$ cat config.mk
export PLATFORM = sky130hd
export DESIGN_NAME = pll_divider_search
export DESIGN_NICKNAME = d
export VERILOG_FILES = /design/src/hdl/pds_pkg.sv /design/src/hdl/pds_serial_div.sv /design/src/hdl/pds_shift_pick.sv /design/src/hdl/pll_divider_search.sv
export SDC_FILE = /design/constraint.sdc
export NUM_CORES = 1
export LEC_CHECK = 0
export BUFFER_PORTS_ARGS = -buffer_cell sky130_fd_sc_hd__buf_2
export CORE_ASPECT_RATIO = 0.6
export CORE_MARGIN = 4
export CORE_UTILIZATION = 45
export DETAILED_ROUTE_END_ITERATION = 8
export PLACE_DENSITY = 0.57
export SLEW_MARGIN = 20
export SYNTH_ARGS = -nofsm -noshare
export SYNTH_HDL_FRONTEND = slang
export SYNTH_SLANG_ARGS = --single-unit
$ cat constraint.sdc
create_clock -name aclk -period 16.35 [get_ports aclk]
set_input_delay 2.4525 -clock aclk [delete_from_list [all_inputs] [get_ports aclk]]
set_output_delay 2.4525 -clock aclk [all_outputs]
set_load 0.05 [all_outputs]
$ cat src/hdl/pds_pkg.sv
// Shared types and constants for the PLL divider search block.
// Used by pds_serial_div, pds_shift_pick and pll_divider_search.
// No dependencies.
`default_nettype none

package pds_pkg;

    // Field widths
    localparam int FREQ_W  = 32;
    localparam int PRE_W   = 3;
    localparam int MUL_W   = 5;
    localparam int SHIFT_W = 3;
    localparam int K_W     = 6;   // multiplier factor, code plus offset
    localparam int OSC_W   = FREQ_W + K_W;
    localparam int REM_W   = 3;   // remainder of a division by at most five

    // Search limits
    localparam logic [PRE_W-1:0]   PRE_MAX     = 3'd4;
    localparam logic [K_W-1:0]     MULT_OFFSET = 6'd4;
    localparam logic [MUL_W-1:0]   MULT_MAX    = 5'd31;
    localparam logic [K_W-1:0]     K_LAST      = MULT_OFFSET + {1'b0, MULT_MAX};
    localparam int                 SHIFT_COUNT = 7;
    localparam logic [FREQ_W-1:0]  REF_MIN_HZ  = 32'd4000000;
    localparam logic [OSC_W-1:0]   OSC_MIN_HZ  = 38'd48000000;

    // Stream word layouts
    localparam int S_DATA_W = 64;
    localparam int M_DATA_W = 48;

    // Quotient and remainder of the reference over the predivider
    typedef struct packed {
        logic [FREQ_W-1:0] quot;
        logic [REM_W-1:0]  rem;
    } div_res_t;

    // One candidate combination
    typedef struct packed {
        logic               valid;
        logic [PRE_W-1:0]   pre;
        logic [MUL_W-1:0]   mul;
        logic [SHIFT_W-1:0] shift;
        logic [FREQ_W-1:0]  hz;
    } cand_t;

endpackage

`default_nettype wire

$ cat src/hdl/pds_serial_div.sv
// Bit-serial restoring divider of a 32-bit reference by a small divisor (1 to 5).
// One quotient bit per cycle; depends on pds_pkg.
`default_nettype none

module pds_serial_div
    import pds_pkg::*;
(
    input  wire logic              aclk,
    input  wire logic              aresetn,
    input  wire logic              start,
    input  wire logic [FREQ_W-1:0] dividend,
    input  wire logic [REM_W-1:0]  divisor,
    output logic                   done,
    output div_res_t               result
);

    logic                  busy_reg;
    logic                  done_reg;
    logic [4:0]            cnt_reg;
    logic [FREQ_W-1:0]     quot_reg;
    logic [REM_W-1:0]      rem_reg;
    logic [REM_W-1:0]      div_reg;
    logic [REM_W:0]        trial;
    logic                  fits;

    // Bring down the next dividend bit and try the subtraction.
    always_comb begin
        trial = {rem_reg, quot_reg[FREQ_W-1]};
        fits  = trial >= {1'b0, div_reg};
    end

    // Control state
    always_ff @(posedge aclk) begin
        if (!aresetn) begin
            busy_reg <= 1'b0;
            done_reg <= 1'b0;
            cnt_reg  <= '0;
        end else begin
            done_reg <= 1'b0;
            if (start) begin
                busy_reg <= 1'b1;
                cnt_reg  <= '0;
            end else if (busy_reg) begin
                cnt_reg <= cnt_reg + 5'd1;
                if (cnt_reg == 5'd31) begin
                    busy_reg <= 1'b0;
                    done_reg <= 1'b1;
                end
            end
        end
    end

    // Datapath: the dividend register fills with quotient bits from the bottom.
    always_ff @(posedge aclk) begin
        if (start) begin
            quot_reg <= dividend;
            rem_reg  <= '0;
            div_reg  <= divisor;
        end else if (busy_reg) begin
            quot_reg <= {quot_reg[FREQ_W-2:0], fits};
            rem_reg  <= fits ? REM_W'(trial - {1'b0, div_reg}) : REM_W'(trial);
        end
    end

    assign done        = done_reg;
    assign result.quot = quot_reg;
    assign result.rem  = rem_reg;

endmodule

`default_nettype wire

$ cat src/hdl/pds_shift_pick.sv
// Compares all seven output shifts of one oscillator value against the request
// and registers the best candidate; depends on pds_pkg.
`default_nettype none

module pds_shift_pick
    import pds_pkg::*;
(
    input  wire logic               aclk,
    input  wire logic               aresetn,
    input  wire logic               in_valid,
    input  wire logic [OSC_W-1:0]   osc,
    input  wire logic [FREQ_W-1:0]  req,
    input  wire logic [PRE_W-1:0]   pre,
    input  wire logic [MUL_W-1:0]   mul,
    output cand_t                   cand
);

    cand_t lane [SHIFT_COUNT];
    cand_t lvl1 [4];
    cand_t lvl2 [2];
    cand_t best;
    cand_t cand_reg;
    logic  osc_ok;

    // Keep the left operand on a tie, so the smaller shift wins.
    function automatic cand_t better(input cand_t a, input cand_t b);
        cand_t r;
        r = (b.hz > a.hz) ? b : a;
        return r;
    endfunction

    assign osc_ok = in_valid && (osc >= OSC_MIN_HZ);

    // One lane per shift; a lane over the request counts as zero.
    always_comb begin
        for (int s = 0; s < SHIFT_COUNT; s++) begin
            lane[s].valid = osc_ok;
            lane[s].pre   = pre;
            lane[s].mul   = mul;
            lane[s].shift = SHIFT_W'(s);
            lane[s].hz    = osc[s +: FREQ_W];
            if (lane[s].hz > req) begin
                lane[s].hz = '0;
            end
        end
    end

    // Maximum tree over the lanes.
    always_comb begin
        lvl1[0] = better(lane[0], lane[1]);
        lvl1[1] = better(lane[2], lane[3]);
        lvl1[2] = better(lane[4], lane[5]);
        lvl1[3] = lane[6];
        lvl2[0] = better(lvl1[0], lvl1[1]);
        lvl2[1] = better(lvl1[2], lvl1[3]);
        best    = better(lvl2[0], lvl2[1]);
    end

    // Candidate register; only the valid flag needs a reset.
    always_ff @(posedge aclk) begin
        if (!aresetn) begin
            cand_reg.valid <= 1'b0;
        end else begin
            cand_reg.valid <= best.valid;
        end
        cand_reg.pre   <= best.pre;
        cand_reg.mul   <= best.mul;
        cand_reg.shift <= best.shift;
        cand_reg.hz    <= best.hz;
    end

    assign cand = cand_reg;

endmodule

`default_nettype wire

$ cat src/hdl/pll_divider_search.sv
// PLL divider search: for a reference and a requested frequency, finds the
// predivider, multiplier and output shift that give the highest output not
// above the request.
//
// The slave channel takes one word: reference_hz in tdata[31:0], requested_hz
// in tdata[63:32]. The master channel returns one word per input word with
// the chosen codes, the achieved frequency and a found flag.
// s_tready is high only while the search sequencer is idle. Each predivider
// takes a load state and a serial division of the reference (the divider
// unit), then, when the quotient reaches 4 MHz, a sweep in which one shared
// adder steps the oscillator value through the multipliers, one per cycle,
// while all seven shifts are compared at once, and a state to move on (the
// drain state and then the next state after a sweep). m_tvalid rises once
// every predivider is done and the output register is free, and the next word
// can be taken from that cycle on; one word is handled at a time.
// The result sits in an output register: the next input word is accepted
// while it waits; a new result is held back until the receiver takes the old.
// Synchronous active-low reset empties the output register and returns the
// sequencer to idle.
`default_nettype none

module pll_divider_search
    import pds_pkg::*;
(
    input  wire logic                aclk,
    input  wire logic                aresetn,
    input  wire logic                s_tvalid,
    output logic                     s_tready,
    // [31:0] reference_hz, [63:32] requested_hz
    input  wire logic [S_DATA_W-1:0] s_tdata,
    output logic                     m_tvalid,
    input  wire logic                m_tready,
    // [2:0] prediv_code, [7:3] mult_code, [10:8] shift_code,
    // [42:11] achieved_hz, [43] found, [47:44] zero
    output logic [M_DATA_W-1:0]      m_tdata
);

    typedef enum logic [2:0] {
        ST_IDLE,
        ST_LOAD,
        ST_DIV,
        ST_STEP,
        ST_DRAIN,
        ST_NEXT,
        ST_FINISH
    } state_t;

    state_t              state_reg;
    logic [FREQ_W-1:0]   ref_reg;
    logic [FREQ_W-1:0]   req_reg;
    logic [PRE_W-1:0]    pre_reg;
    logic [FREQ_W-1:0]   qr_reg;
    logic [REM_W-1:0]    rr_reg;
    logic [OSC_W-1:0]    q_reg;
    logic [REM_W-1:0]    r_reg;
    logic [K_W-1:0]      k_reg;
    cand_t               best_reg;
    logic                m_tvalid_reg;
    logic [M_DATA_W-1:0] m_tdata_reg;

    logic                s_fire;
    logic                div_done;
    div_res_t            div_res;
    logic [REM_W-1:0]    divisor;
    logic [REM_W:0]      r_sum;
    logic                carry;
    logic [REM_W-1:0]    r_next;
    logic [OSC_W-1:0]    q_next;
    logic                pick_valid;
    logic [MUL_W-1:0]    mul_wide;
    cand_t               cand;
    logic                out_free;

    assign s_tready = (state_reg == ST_IDLE);
    assign s_fire   = s_tvalid && s_tready;
    assign divisor  = REM_W'(pre_reg + 3'd1);
    assign out_free = !m_tvalid_reg || m_tready;

    pds_serial_div u_div (
        .aclk     (aclk),
        .aresetn  (aresetn),
        .start    (state_reg == ST_LOAD),
        .dividend (ref_reg),
        .divisor  (divisor),
        .done     (div_done),
        .result   (div_res)
    );

    // Shared adder: q and r track floor and remainder of ref * k / divisor.
    always_comb begin
        r_sum  = {1'b0, r_reg} + {1'b0, rr_reg};
        carry  = r_sum >= {1'b0, divisor};
        r_next = carry ? REM_W'(r_sum - {1'b0, divisor}) : REM_W'(r_sum);
        q_next = q_reg + {{(OSC_W-FREQ_W){1'b0}}, qr_reg} + {{(OSC_W-1){1'b0}}, carry};
    end

    // Values from the multiplier offset upward are real multiplier codes.
    assign pick_valid = (state_reg == ST_STEP) && (k_reg >= MULT_OFFSET);
    assign mul_wide   = MUL_W'(k_reg - MULT_OFFSET);

    pds_shift_pick u_pick (
        .aclk     (aclk),
        .aresetn  (aresetn),
        .in_valid (pick_valid),
        .osc      (q_reg),
        .req      (req_reg),
        .pre      (pre_reg),
        .mul      (mul_wide),
        .cand     (cand)
    );

    // Sequencer, best-so-far and output register.
    always_ff @(posedge aclk) begin
        if (!aresetn) begin
            state_reg      <= ST_IDLE;
            m_tvalid_reg   <= 1'b0;
            best_reg.valid <= 1'b0;
        end else begin
            // The finish state reloads the output register itself.
            if (m_tvalid_reg && m_tready && (state_reg != ST_FINISH)) begin
                m_tvalid_reg <= 1'b0;
            end
            // A strictly larger output replaces the best so far.
            if (cand.valid && (cand.hz > best_reg.hz)) begin
                best_reg <= cand;
            end
            unique case (state_reg)
                ST_IDLE: begin
                    if (s_fire) begin
                        ref_reg        <= s_tdata[FREQ_W-1:0];
                        req_reg        <= s_tdata[2*FREQ_W-1:FREQ_W];
                        pre_reg        <= '0;
                        best_reg       <= '0;
                        state_reg      <= ST_LOAD;
                    end
                end
                ST_LOAD: begin
                    state_reg <= ST_DIV;
                end
                ST_DIV: begin
                    if (div_done) begin
                        qr_reg <= div_res.quot;
                        rr_reg <= div_res.rem;
                        q_reg  <= '0;
                        r_reg  <= '0;
                        k_reg  <= '0;
                        state_reg <= (div_res.quot < REF_MIN_HZ) ? ST_NEXT : ST_STEP;
                    end
                end
                ST_STEP: begin
                    q_reg <= q_next;
                    r_reg <= r_next;
                    k_reg <= k_reg + 6'd1;
                    if (k_reg == K_LAST) begin
                        state_reg <= ST_DRAIN;
                    end
                end
                ST_DRAIN: begin
                    state_reg <= ST_NEXT;
                end
                ST_NEXT: begin
                    if (pre_reg == PRE_MAX) begin
                        state_reg <= ST_FINISH;
                    end else begin
                        pre_reg   <= pre_reg + 3'd1;
                        state_reg <= ST_LOAD;
                    end
                end
                ST_FINISH: begin
                    if (out_free) begin
                        m_tvalid_reg <= 1'b1;
                        m_tdata_reg  <= {4'b0, best_reg.valid, best_reg.hz, best_reg.shift,
                                         best_reg.mul, best_reg.pre};
                        state_reg    <= ST_IDLE;
                    end
                end
                default: begin
                    state_reg <= ST_IDLE;
                end
            endcase
        end
    end

    assign m_tvalid = m_tvalid_reg;
    assign m_tdata  = m_tdata_reg;

    // The best so far never exceeds the request and is nonzero once found.
    a_best_in_range: assert property (@(posedge aclk) disable iff (!aresetn)
        (state_reg != ST_IDLE && best_reg.valid) |->
            (best_reg.hz <= req_reg && best_reg.hz != '0))
        else $error("best candidate out of range");

    // A candidate only leaves the shift picker in the cycle after a step cycle.
    a_cand_after_step: assert property (@(posedge aclk) disable iff (!aresetn)
        cand.valid |-> $past(state_reg == ST_STEP))
        else $error("candidate outside a multiplier sweep");

    // The divider only finishes while the sequencer waits on it.
    a_div_done_state: assert property (@(posedge aclk) disable iff (!aresetn)
        div_done |-> state_reg == ST_DIV)
        else $error("divider finished outside its wait state");

    // A result without a found combination carries all-zero fields.
    a_none_is_zero: assert property (@(posedge aclk) disable iff (!aresetn)
        (m_tvalid && !m_tdata[43]) |-> (m_tdata[42:0] == '0))
        else $error("empty result with nonzero fields");

    // The predivider code stays within its range.
    a_pre_range: assert property (@(posedge aclk) disable iff (!aresetn)
        state_reg != ST_IDLE |-> pre_reg <= PRE_MAX)
        else $error("predivider code out of range");

endmodule

`default_nettype wire

After elaboration in Yosys (flattened, before gate mapping) --
Cells that the tools add are included.
Word-level totals: bits in registers 330, input port bits 68, output and inout port bits 50, logic and storage cells 135
Operators by class: add/subtract/negate cells 9, $lt $le $gt $ge 19, equal/unequal tests 15, multiplexer cells 43, bitwise operators 2, reductions and logical operators 20
Operators by type and width (count):
- 32-bit greater-than comparator | 14
- 32-bit 2-to-1 mux | 9
- 44-bit 2-to-1 mux | 3
- 33-bit 2-to-1 mux | 3
- 38-bit one-hot mux with 2 select lines | 1
- 34-bit 2-to-1 mux | 2
- 38-bit by 1-bit adder with 38-bit output | 1
- 38-bit by 32-bit adder with 38-bit output | 1
- 38-bit by 26-bit greater-or-equal comparator with 1-bit output, second input constant | 1
- 38-bit 2-to-1 mux | 1
- 35-bit 2-to-1 mux | 1
- 3-bit 2-to-1 mux | 11
- 32-bit by 22-bit < comparator with 1-bit output, second input constant | 1
- 3-bit one-hot mux with 7 select lines | 1
- 3-bit equality test, second input constant | 4
- 3-bit one-hot mux with 2 select lines | 2
- 6-bit one-hot mux with 2 select lines | 1
- 3-bit AND reduction | 4
- 4-bit by 3-bit greater-or-equal comparator with 1-bit output | 2
- 4-bit AND reduction | 2
- 1-bit 2-to-1 mux | 7
- 6-bit by 1-bit adder with 6-bit output, second input constant | 1
- 3-bit by 2-bit equality test with 1-bit output, second input constant | 2
- 6-bit equality test, second input constant | 1
- other kinds (20) | 32

Logic depth before layout (Yosys ltp) --
depth after elaboration 8, depth in mapped cells 54, gate-level depth less buffers 48

Hierarchy --
Synthesis repeated with hierarchy kept, for this count alone.
Unflattened totals: cells, all modules 2929, area, all modules 27548.9 µm²
By module, submodules not included:
- pds_shift_pick | instances 1, cells an instance 1897, area each 13967.1 µm², sequential area each 880.8 µm²
- pll_divider_search | instances 1, cells an instance 898, area each 11584.9 µm², sequential area each 7186.9 µm²
- pds_serial_div | instances 1, cells an instance 134, area each 1996.9 µm², sequential area each 1251.2 µm²

Worst setup path before layout --
OpenSTA, ideal clock, no wires.
path kind register to register, start point register q_reg[23], end point register u_pick.cand_reg, in the netlist u_pick.cand[6], library setup time 0.070 ns, arrival 9.837 ns, data required time 16.280 ns, setup slack 6.443 ns, stages on the path, launching flop included 50, buffers on the path 7, clock period less this slack 9.907 ns, cells stage by stage edfxtp_1 ha_1 a2111oi_0 o21ai_0 a311oi_1 nor4_1 or3_1 o21ai_0 clkbuf_1 nand2_1 ha_1 nand4_1 nor4_1 nand2_1 or4_1 or3_1 clkbuf_1 clkbuf_1 [14 not listed] a21oi_1 a21oi_1 ha_1 a21o_1 a21o_1 a21o_1 a21o_1 a21o_1 a21o_1 a21oi_1 nor3_1 nor2_1 a21o_1 inv_1 clkbuf_1 clkbuf_1 a31o_2 o2bb2ai_1
RTL lines:
- start: declaration | RTL line pll_divider_search.sv:54 | logic [OSC_W-1:0] q_reg;
- start signal: assignment | RTL line pll_divider_search.sv:151 | q_reg <= q_next;
- end: declaration | RTL line pds_shift_pick.sv:22 | cand_t cand_reg;

==> impl_results.html <==
<table>
<tr><th>Metric</th><th>Value</th></tr>
<tr><th colspan="2">Yosys</th></tr>
<tr><td>Post-synthesis instance area</td><td>27320 um^2</td></tr>
<tr><td>Netlist cell types</td><td>73</td></tr>
<tr><td>Number of flops mapped to enable cells by yosys</td><td>271</td></tr>
<tr><td>Post-synthesis sequential area ratio</td><td>0.3411</td></tr>
<tr><td>Number of cells produced by synthesis</td><td>about 2900</td></tr>
<tr><td>Cells taking the most area after synthesis</td><td>sky130_fd_sc_hd__edfxtp_1, sky130_fd_sc_hd__ha_1, sky130_fd_sc_hd__a21oi_1, sky130_fd_sc_hd__dfxtp_1, sky130_fd_sc_hd__a21o_1</td></tr>
<tr><td>Area share of the largest cell type after synthesis</td><td>0.2979</td></tr>
<tr><td>Mean post-synth cell area</td><td>9.469 um^2</td></tr>
<tr><td>Ranking of synthesized cells by instance count</td><td>sky130_fd_sc_hd__ha_1, sky130_fd_sc_hd__a21oi_1, sky130_fd_sc_hd__edfxtp_1, sky130_fd_sc_hd__nor2_1, sky130_fd_sc_hd__nand2_1</td></tr>
<tr><td>#FFs+latches synth</td><td>330</td></tr>
<tr><td>Yosys synthesis warning count</td><td>0</td></tr>
<tr><td>Ys flop type</td><td>sky130_fd_sc_hd__edfxtp_1</td></tr>
<tr><td>Post-synthesis cell type with the largest combined area</td><td>sky130_fd_sc_hd__edfxtp_1</td></tr>
<tr><td>Fraction of synthesis flops using an asynchronous set or reset pin</td><td>0</td></tr>
<tr><td>Most numerous cell in the Yosys netlist</td><td>sky130_fd_sc_hd__ha_1</td></tr>
<tr><th colspan="2">Clocking</th></tr>
<tr><td>Largest buffer count on any clock path</td><td>3</td></tr>
<tr><td>H-tree depth</td><td>2</td></tr>
<tr><td>Hold Buf Count CTS</td><td>0</td></tr>
<tr><td>Number of clock sinks</td><td>330</td></tr>
<tr><td>Number of buffers inserted during clock tree synthesis</td><td>34</td></tr>
<tr><td>Root Buffer Master</td><td>sky130_fd_sc_hd__clkbuf_16</td></tr>
<tr><td>Clock insertion delay at the later pin of the skew report</td><td>about 590 ps</td></tr>
<tr><td>CTS tree</td><td>done</td></tr>
<tr><td>Setup fix buffers added after clock tree synthesis</td><td>0</td></tr>
<tr><td>Clock transition at the registers of the reported paths</td><td>approximately 80 ps</td></tr>
<tr><td>Post-CTS sizing</td><td>0</td></tr>
<tr><th colspan="2">Placed design</th></tr>
<tr><td>HPWL reported at the end of detailed placement</td><td>65070 um</td></tr>
<tr><td>IO buf count</td><td>approximately 110</td></tr>
<tr><td>Placement Cell Area</td><td>approximately 29000 um^2</td></tr>
<tr><td>Placer congestion estimate</td><td>~0.93</td></tr>
<tr><th colspan="2">Timing</th></tr>
<tr><td>Transition at the pin with the smallest max-transition slack</td><td>around 1200 ps</td></tr>
<tr><td>Final slew viol count</td><td>0</td></tr>
<tr><td>Worst Clk Skew</td><td>~32 ps</td></tr>
<tr><td>Highest attainable clock frequency</td><td>about 68 MHz</td></tr>
<tr><td>Fin. Hold Viols</td><td>0</td></tr>
<tr><td>RSZ-0062 raised after global routing</td><td>false</td></tr>
<tr><td>Share of the clock period used by the worst path</td><td>0.9045</td></tr>
<tr><td>Headroom to the max-slew limit</td><td>0.1916</td></tr>
<tr><td>Total negative setup slack</td><td>0 ps</td></tr>
<tr><td>Setup violators final</td><td>0</td></tr>
<tr><td>Post-route minimum period</td><td>about 15000 ps</td></tr>
<tr><th colspan="2">Final layout</th></tr>
<tr><td>Final standard cell area without fillers</td><td>about 30000 um^2</td></tr>
<tr><td>Layout cells sized above 1</td><td>0.09134</td></tr>
<tr><td>Final-stage net count</td><td>between 3000 and 4000</td></tr>
<tr><td>Area growth from synthesis to layout</td><td>9.448%</td></tr>
<tr><td>Filler instances</td><td>~5500</td></tr>
<tr><th colspan="2">Critical path</th></tr>
<tr><td>Critical path arrival</td><td>about 15000 ps</td></tr>
<tr><td>Start point of the critical path</td><td>q_reg[27]</td></tr>
<tr><td>Startpoint class of the critical path</td><td>flip-flop</td></tr>
<tr><td>Beginning of the worst register-to-register path</td><td>q_reg[27]</td></tr>
<tr><td>Required time of the worst setup path</td><td>between 15000 and 20000 ps</td></tr>
<tr><td>Kind of end point of the critical path</td><td>flip-flop</td></tr>
<tr><td>Critical Path Slowest Stage Cell</td><td>sky130_fd_sc_hd__edfxtp_1</td></tr>
<tr><td>Delay of the slowest cell on the worst path</td><td>a little under 1000 ps</td></tr>
<tr><td>CP most frequent cell</td><td>sky130_fd_sc_hd__a21o_1</td></tr>
<tr><td>Maximum net fanout on the critical path</td><td>61</td></tr>
<tr><td>Category of the critical setup timing path</td><td>flip-flop to flip-flop</td></tr>
<tr><th colspan="2">Detailed routing</th></tr>
<tr><td>Total via count after detailed routing</td><td>22890</td></tr>
<tr><td>Number of antenna-violating nets in the routed design</td><td>0</td></tr>
<tr><td>Total wire length after detailed routing</td><td>85750 um</td></tr>
<tr><td>DRT Pass-1 Iters</td><td>8</td></tr>
<tr><td>Per-cell via count in the routed design</td><td>around 6.1</td></tr>
<tr><td>Detailed-route wire length per cell</td><td>22.73 um</td></tr>
<tr><td>Initial detailed-routing violation count</td><td>~2400</td></tr>
<tr><td>DRC Markers</td><td>0</td></tr>
<tr><th colspan="2">Global route</th></tr>
<tr><td>Pin count of the biggest net entering global routing</td><td>64</td></tr>
<tr><td>Global-route congestion overflow total</td><td>0</td></tr>
<tr><td>Vias in the first global route</td><td>around 22000</td></tr>
<tr><td>Number of antenna violations at the first check in global routing</td><td>1</td></tr>
<tr><td>First-pass GRT wire length</td><td>approximately 130000 um</td></tr>
<tr><td>Tot GR Track Use</td><td>0.2596</td></tr>
<tr><th colspan="2">Floorplanning</th></tr>
<tr><td>Initial Utilization</td><td>0.4579</td></tr>
<tr><td># IOs</td><td>118</td></tr>
<tr><td>Die height</td><td>198.9 um</td></tr>
<tr><td>Die area</td><td>between 60000 and 70000 um^2</td></tr>
<tr><td>Standard-cell rows</td><td>69</td></tr>
<tr><td>Core Box Area</td><td>approximately 60000 um^2</td></tr>
<tr><td>Horiz. Die Dim</td><td>approximately 330 um</td></tr>
<tr><th colspan="2">Power and ir drop</th></tr>
<tr><td>Leakage power</td><td>approximately 14 nW</td></tr>
<tr><td>Largest vdd supply drop</td><td>around 95 uV</td></tr>
<tr><td>Total power divided by cell area</td><td>between 100 and 150 nW/um^2</td></tr>
<tr><th colspan="2">Run status</th></tr>
<tr><td>Run status</td><td>complete, no violations</td></tr>
<tr><th colspan="2">Job</th></tr>
<tr><td>Max-cap violation count</td><td>0</td></tr>
<tr><th colspan="2">Worst hold path</th></tr>
<tr><td>Hold Path Class</td><td>flip-flop to flip-flop</td></tr>
<tr><td>Hold path startpoint</td><td>pre_reg[1]</td></tr>
</table>
[final timing paths]
kind | end | slack [ps] | cells past startpoint
worst min-delay path | u_pick.cand[41] | 420 | 0
worst max register to register | u_pick.cand[1] | 1560 | 45
worst max-delay path | u_pick.cand[1] | 1560 | 45
worst min register to register | u_pick.cand[41] | 420 | 0
[placed cells by master, fill, tap and decap left out, drive strengths merged, types with 7 or more instances in the layout]
cell / Yosys / final
ha: 494 / 494
a21oi: 290 / 290
edfxtp: 271 / 271
nor2: 202 / 202
nand2: 200 / 200
buf: 38 / 152
inv: 148 / 151
a21o: 141 / 141
o21ai: 113 / 113
nand4: 96 / 96
and3: 75 / 75
nand3: 74 / 74
dfxtp: 59 / 59
mux2i: 52 / 52
a31oi: 38 / 38
and2: 38 / 38
o21a: 38 / 38
clkbuf: 108 / 37
mux2: 33 / 33
a31o: 32 / 32
nor2b: 31 / 31
o2bb2ai: 30 / 30
nor3: 29 / 29
nand2b: 28 / 28
xnor2: 23 / 23
nor4: 23 / 23
xor2: 20 / 20
o211ai: 16 / 16
a211oi: 14 / 14
and4: 13 / 13
clkinv: 0 / 13
a21boi: 11 / 11
a2111oi: 10 / 10
o31ai: 10 / 10
or3: 8 / 8
a221o: 7 / 7
[final cells by class]
cell class	instances	area, um^2	area share
Multi-Input combinational cell	2264	16930	0.5662
Sequential cell	330	9319	0.3117
Tap cell	816	1021	0.03415
Timing Repair Buffer	152	877.1	0.02933
Clock buffer	37	862.1	0.02883
Inverter	148	555.5	0.01858
Clock inverter	25	334.1	0.01117
Antenna cell	1	2.502	0.00008369
[worst max-delay path, delay by kind of cell (launching register included)]
| kind | cells | cell delay (ps) |
|---|---|---|
| AOI/OAI and AO/OA | 27 | 7730 |
| adders and majority gates | 4 | 1320 |
| buffers and inverters | 4 | 2030 |
| DFF | 1 | 970 |
| and+or+nand+nor | 10 | 2520 |
[per-layer routing]
metal	vias to the layer above	track usage	routed length [um]
met5	-	0	0
li1	10960	-	-
met4	0	0.05286	1442
met3	95	0.06624	8422
met2	866	0.3553	32670
met1	10960	0.4058	43220
[where the power goes]
part	total [W]	leakage (nW)	internal [W]	switching, W
Clock	0.000853	0.582	0.000487	0.000366
Combinational	0.00130	9.96	0.000526	0.000769
Sequential	0.00112	3.03	0.00104	0.0000759
Total	0.00326	13.6	0.00205	0.00121
[cell families (layout without fill, tap and decap cells)]
kind of cell | count (synthesis) | in the layout | share of synthesized area
AO/OA/AOI/OAI | 798 | 798 | 0.1875
other | 1 | 5 | 0.0001373
buffers and inverters | 294 | 362 | 0.04291
multiplexers | 85 | 85 | 0.03279
adder cells (fa/ha/maj) | 501 | 501 | 0.2307
XOR/XNOR | 43 | 43 | 0.01379
AND/OR/NAND/NOR | 833 | 833 | 0.1511
flip-flops | 330 | 330 | 0.3411
[through the flow]
stage | std cells | worst slack [ps] | total power (W) | hold slack [ps] | util
after floorplan | 2888 | 6443 | 0.002057 | 374.0 | -
after global placement | 3706 | 2129 | 0.002371 | 399.7 | 0.4802
after detailed placement | 3708 | 2111 | 0.002401 | 414.8 | 0.4807
after CTS | 3770 | 2070 | 0.003264 | 426.1 | 0.5007
after global routing | 3772 | 432.2 | 0.003485 | 443.6 | 0.5012
final | 3773 | 1562 | 0.003265 | 423.5 | 0.5012
Power figures use the tool's default switching activity.
